[src/spl_pkg.sv]
// Shared types, sizes and codes for the sorted priority list.
// Used by spl_cell and by the sorted_priority_list top level.
package spl_pkg;

  localparam int CAPACITY = 64;
  localparam int IDX_W    = $clog2(CAPACITY);
  localparam int CNT_W    = $clog2(CAPACITY + 1);

  localparam int KIND_W   = 2;
  localparam int ID_W     = 16;
  localparam int LEVEL_W  = 16;
  localparam int POS_W    = 6;
  localparam int STATUS_W = 3;
  localparam int COUNT_W  = 7;

  localparam logic [KIND_W-1:0] KIND_INSERT = 2'd0;
  localparam logic [KIND_W-1:0] KIND_REMOVE = 2'd1;
  localparam logic [KIND_W-1:0] KIND_CHANGE = 2'd2;
  localparam logic [KIND_W-1:0] KIND_READ   = 2'd3;

  localparam logic [STATUS_W-1:0] ST_OK        = 3'd0;
  localparam logic [STATUS_W-1:0] ST_NOT_FOUND = 3'd1;
  localparam logic [STATUS_W-1:0] ST_DUPLICATE = 3'd2;
  localparam logic [STATUS_W-1:0] ST_FULL      = 3'd3;
  localparam logic [STATUS_W-1:0] ST_INVALID   = 3'd4;

  typedef enum logic [1:0] {
    CELL_HOLD,
    CELL_TAKE_LEFT,
    CELL_TAKE_RIGHT,
    CELL_LOAD
  } cell_op_t;

  typedef struct packed {
    logic [ID_W-1:0]           id;
    logic signed [LEVEL_W-1:0] level;
  } cell_data_t;

  typedef struct packed {
    cell_op_t   op;
    cell_data_t load_data;
  } cell_cmd_t;

endpackage

[src/spl_cell.sv]
// One slot of the list: holds an id and a level, compares them with the
// search key and shifts toward either neighbor. Depends on spl_pkg.
module spl_cell import spl_pkg::*; (
  input  logic       clk,
  input  cell_cmd_t  cmd,
  input  logic       occupied,
  input  cell_data_t key,
  input  cell_data_t left_in,
  input  cell_data_t right_in,
  output cell_data_t data_out,
  output logic       match,
  output logic       le_key
);

  cell_data_t data_r;
  cell_data_t data_nxt;

  always_comb begin
    unique case (cmd.op)
      CELL_HOLD:       data_nxt = data_r;
      CELL_TAKE_LEFT:  data_nxt = left_in;
      CELL_TAKE_RIGHT: data_nxt = right_in;
      CELL_LOAD:       data_nxt = cmd.load_data;
      default:         data_nxt = data_r;
    endcase
  end

  always_ff @(posedge clk) begin
    data_r <= data_nxt;
  end

  assign data_out = data_r;
  assign match    = occupied && (data_r.id == key.id);
  assign le_key   = occupied && ($signed(data_r.level) <= $signed(key.level));

endmodule

[config.mk]
export PLATFORM = sky130hd
export DESIGN_NAME = spl_cell
export DESIGN_NICKNAME = d
export VERILOG_FILES = /design/src/spl_pkg.sv /design/src/spl_cell.sv
export SDC_FILE = /design/constraint.sdc
export NUM_CORES = 1
export LEC_CHECK = 0
export BUFFER_PORTS_ARGS = -buffer_cell sky130_fd_sc_hd__buf_2
export CAP_MARGIN = 0
export CORE_ASPECT_RATIO = 1.75
export CORE_MARGIN = 2
export CORE_UTILIZATION = 39
export DETAILED_ROUTE_END_ITERATION = 8
export PLACE_DENSITY = 0.77
export SLEW_MARGIN = 20
export SYNTH_ARGS = -nofsm -noshare
export SYNTH_HDL_FRONTEND = slang
export SYNTH_SLANG_ARGS = --single-unit
[constraint.sdc]
create_clock -name clk -period 2.13 [get_ports clk]
set_clock_uncertainty 0.05 [all_clocks]
set_input_delay 0.426 -clock clk [delete_from_list [all_inputs] [get_ports clk]]
set_output_delay 0.426 -clock clk [all_outputs]
set_load 0.03 [all_outputs]
==> out/results.ini <==
[worst_setup_path]
slowest_delay_ns=0.41
cp-end-kind=output pin
setup.worst_path.start_class=register
cp_slowest_cell=edfxtp_1
cp.required_ns=1.65
worstPathCellList=ha_1, a21oi_1, o21ai_1, a41oi_2, nor4bb_4, o21a_2, buf_6
cp_data_arrival_time_ns=2.05
worstSetupPathType=reg2out
crit_fanout=2

[power]
seqPwrFrac_pct=41.9
powerDensity_mw_per_mm2=589
peakVddDrop_uv=461
p_int_mw=1.33
power_frac_comb_pct=36.6
power_switching_mw=0.654
p_clk_share_pct=21.5
p_leak_nw=1.68
power_mw=1.99
sw_frac_of_total_pct=32.9

[clocking]
hold_buffers=0
clk_pin_slew_worst_paths_ns=0.06
htree_num_levels=2
clockBufferDepth=2
cts_root_buffer=clkbuf_8
cts_tree=yes
cts_made_buffers=5
cts_sinks=32

[die]
die_h_um=104
fp.dieW_um=61.0
num_rows=36
design.core.area_sq_mm=0.00554
ios=166
start_util_pct=40.0
dieArea_sq_mm=0.00633

[global_routing]
overflow=0
grt_max_degree=65
antenna_found_initial=0
grt_pass1_wl_mm=10.2
grt_usage_pct=21.4
grt_pass1_vias=2399

[job]
drv_cap=0

[detailed_routing]
finalWirelength_mm=6.61
drt-wirelength-per-cell_um=14.1
viasPerCell=4.79
drt_iter0_markers=60
postRouteAntennaNets=0
firstDrtPassIters=6
drc_errors=0
vias=2241

[final_layout]
multiInputGateArea_sq_mm=0.00125
area_growth_pct=52.1
drive_above_1_share_pct=50.5
fillers=514
largest_reg_flops=32
seq_area_sq_um=961
nets=539
diodes=0

[logic_synthesis]
synth-edff-count=32
syn_avg_cell_area_sq_um=10.2
async_flop_share_pct=0
synth_top_area_cell=edfxtp_1
synth.distinct_cells=31
ys_ff_latch=32
ys_warn_count=0
synthFlopType=edfxtp_1
syn_inst=218
yosysSeqAreaShare_pct=43.3
yosysTopAreaCellShare_pct=43.3
synthTopCellsByArea=edfxtp_1, mux2i_1, ha_1
synth_area_sq_mm=0.00222
syn_nets=366

[run_status]
status=finished with violations
violations=setup timing

[sta]
finalSetupTns_ns=-0.392
drv_slew=0
period_share_pct=118
setup_violations=1
setup_ws_ns=-0.392
tightest_slew_ns=0.734
hold_viol_final=0
relSlewSlack_pct=51.1
fmax_mhz=396
grt_setup_unrepaired=true
period_needed_ns=2.52

[placed_design]
place_hpwl_mm=5.31
place.gp.congestion=0.749
io_buffers=165

[hold_path]
hold_path.class=in2reg

## kinds of logic after synthesis
family / after synthesis / synth area share [%]
compound gates: 44 / 11.0
xor+xnor: 16 / 6.32
fa+ha+maj: 16 / 9.02
buf+inv: 27 / 5.08
flops: 32 / 43.3
mux: 32 / 14.4
simple gates: 51 / 10.8
## cells in the final DEF, fill, tap and decap left out
master	instances
buf_2	163
a21oi_1	34
nor2_1	33
mux2i_1	32
edfxtp_1	32
inv_1	16
xnor2_1	12
ha_1	12
buf_4	12
nand4_1	5
clkbuf_8	5
xor2_1	4
ha_4	4
nand2_1	3
o21ai_1	3
a21oi_2	2
clkbuf_1	2
buf_6	2
or2_2	1
nor4_2	1
nor4_4	1
nand3_1	1
nand4b_1	1
nor2b_1	1
o211ai_1	1
and4_4	1
and4_2	1
and3_4	1
a41oi_2	1
a211oi_2	1
nor4bb_4	1
o22ai_1	1
o21a_2	1
clkinv_1	1
## cell usage after synthesis, drive strengths merged (2+ instances only)
cell type / count
o21ai: 3
a21oi: 36
buf: 8
ha: 16
and4: 2
clkbuf: 3
nor2: 33
xor2: 4
edfxtp: 32
nand2: 3
nand4: 5
xnor2: 12
inv: 16
mux2i: 32
nor4: 2
## final timing paths
path	cells past startpoint	slack, ns	startpoint	end
max	7	-0.39	data_out[5]	le_key
min	3	0.42	left_in[29]	data_out[29]
## per-stage QoR
step	setup WS, ns	instance area (sq um)	hold WS (ns)	util [%]	cells
after floorplan	-0.0709	2250	0.602	-	218
after global placement	-0.208	3180	0.693	57.4	456
after detailed placement	-0.318	3180	0.703	57.4	456
after CTS	-0.369	3330	0.410	60.1	467
after global routing	-0.473	3370	0.434	60.9	468
final	-0.392	3370	0.421	60.9	468
## what timing repair did
item                       in CTS  in global routing
setup endpoints to repair       2                  2
hold endpoints to repair        0                  0
setup buffers                   3                  1
pin swaps                       6                  7
resized for setup              10                  5
## layout make-up
type,instances,share of cell area (%)
inverter,16,1.78
sequential,32,28.5
clock buffer,7,2.26
timing repair buffer,177,27.5
clock inverter,1,0.111
multi-input combinational,159,37.0
tap,76,2.82
## critical path: cells and delay by family, from the launching register on
| family | cells | cell delay (ns) |
|---|---|---|
| AO/OA/AOI/OAI | 4 | 0.65 |
| adder cells (fa/ha/maj) | 1 | 0.32 |
| buffers and inverters | 1 | 0.12 |
| flip-flops | 1 | 0.41 |
| AND/OR/NAND/NOR | 1 | 0.26 |
## metal layers
metal  up-vias  part of all wire, %  track usage [%]
met4         0                  2.2             7.61
li1       1127                    -                -
met3        11                  5.2             3.87
met5         -                    0                0
met2        96                   60             43.2
met1      1007                   33             18.9
## power by group through the flow
stage,logic (mW),clock network [mW],registers [mW]
2_1_floorplan,0.258,0,0.988
3_3_place_gp,0.669,0,0.839
3_5_place_dp,0.686,0,0.845
4_1_cts,0.719,0.440,0.831
5_1_grt,0.794,0.466,0.844
6_report,0.728,0.427,0.833
(Power assumes the default switching activity.)
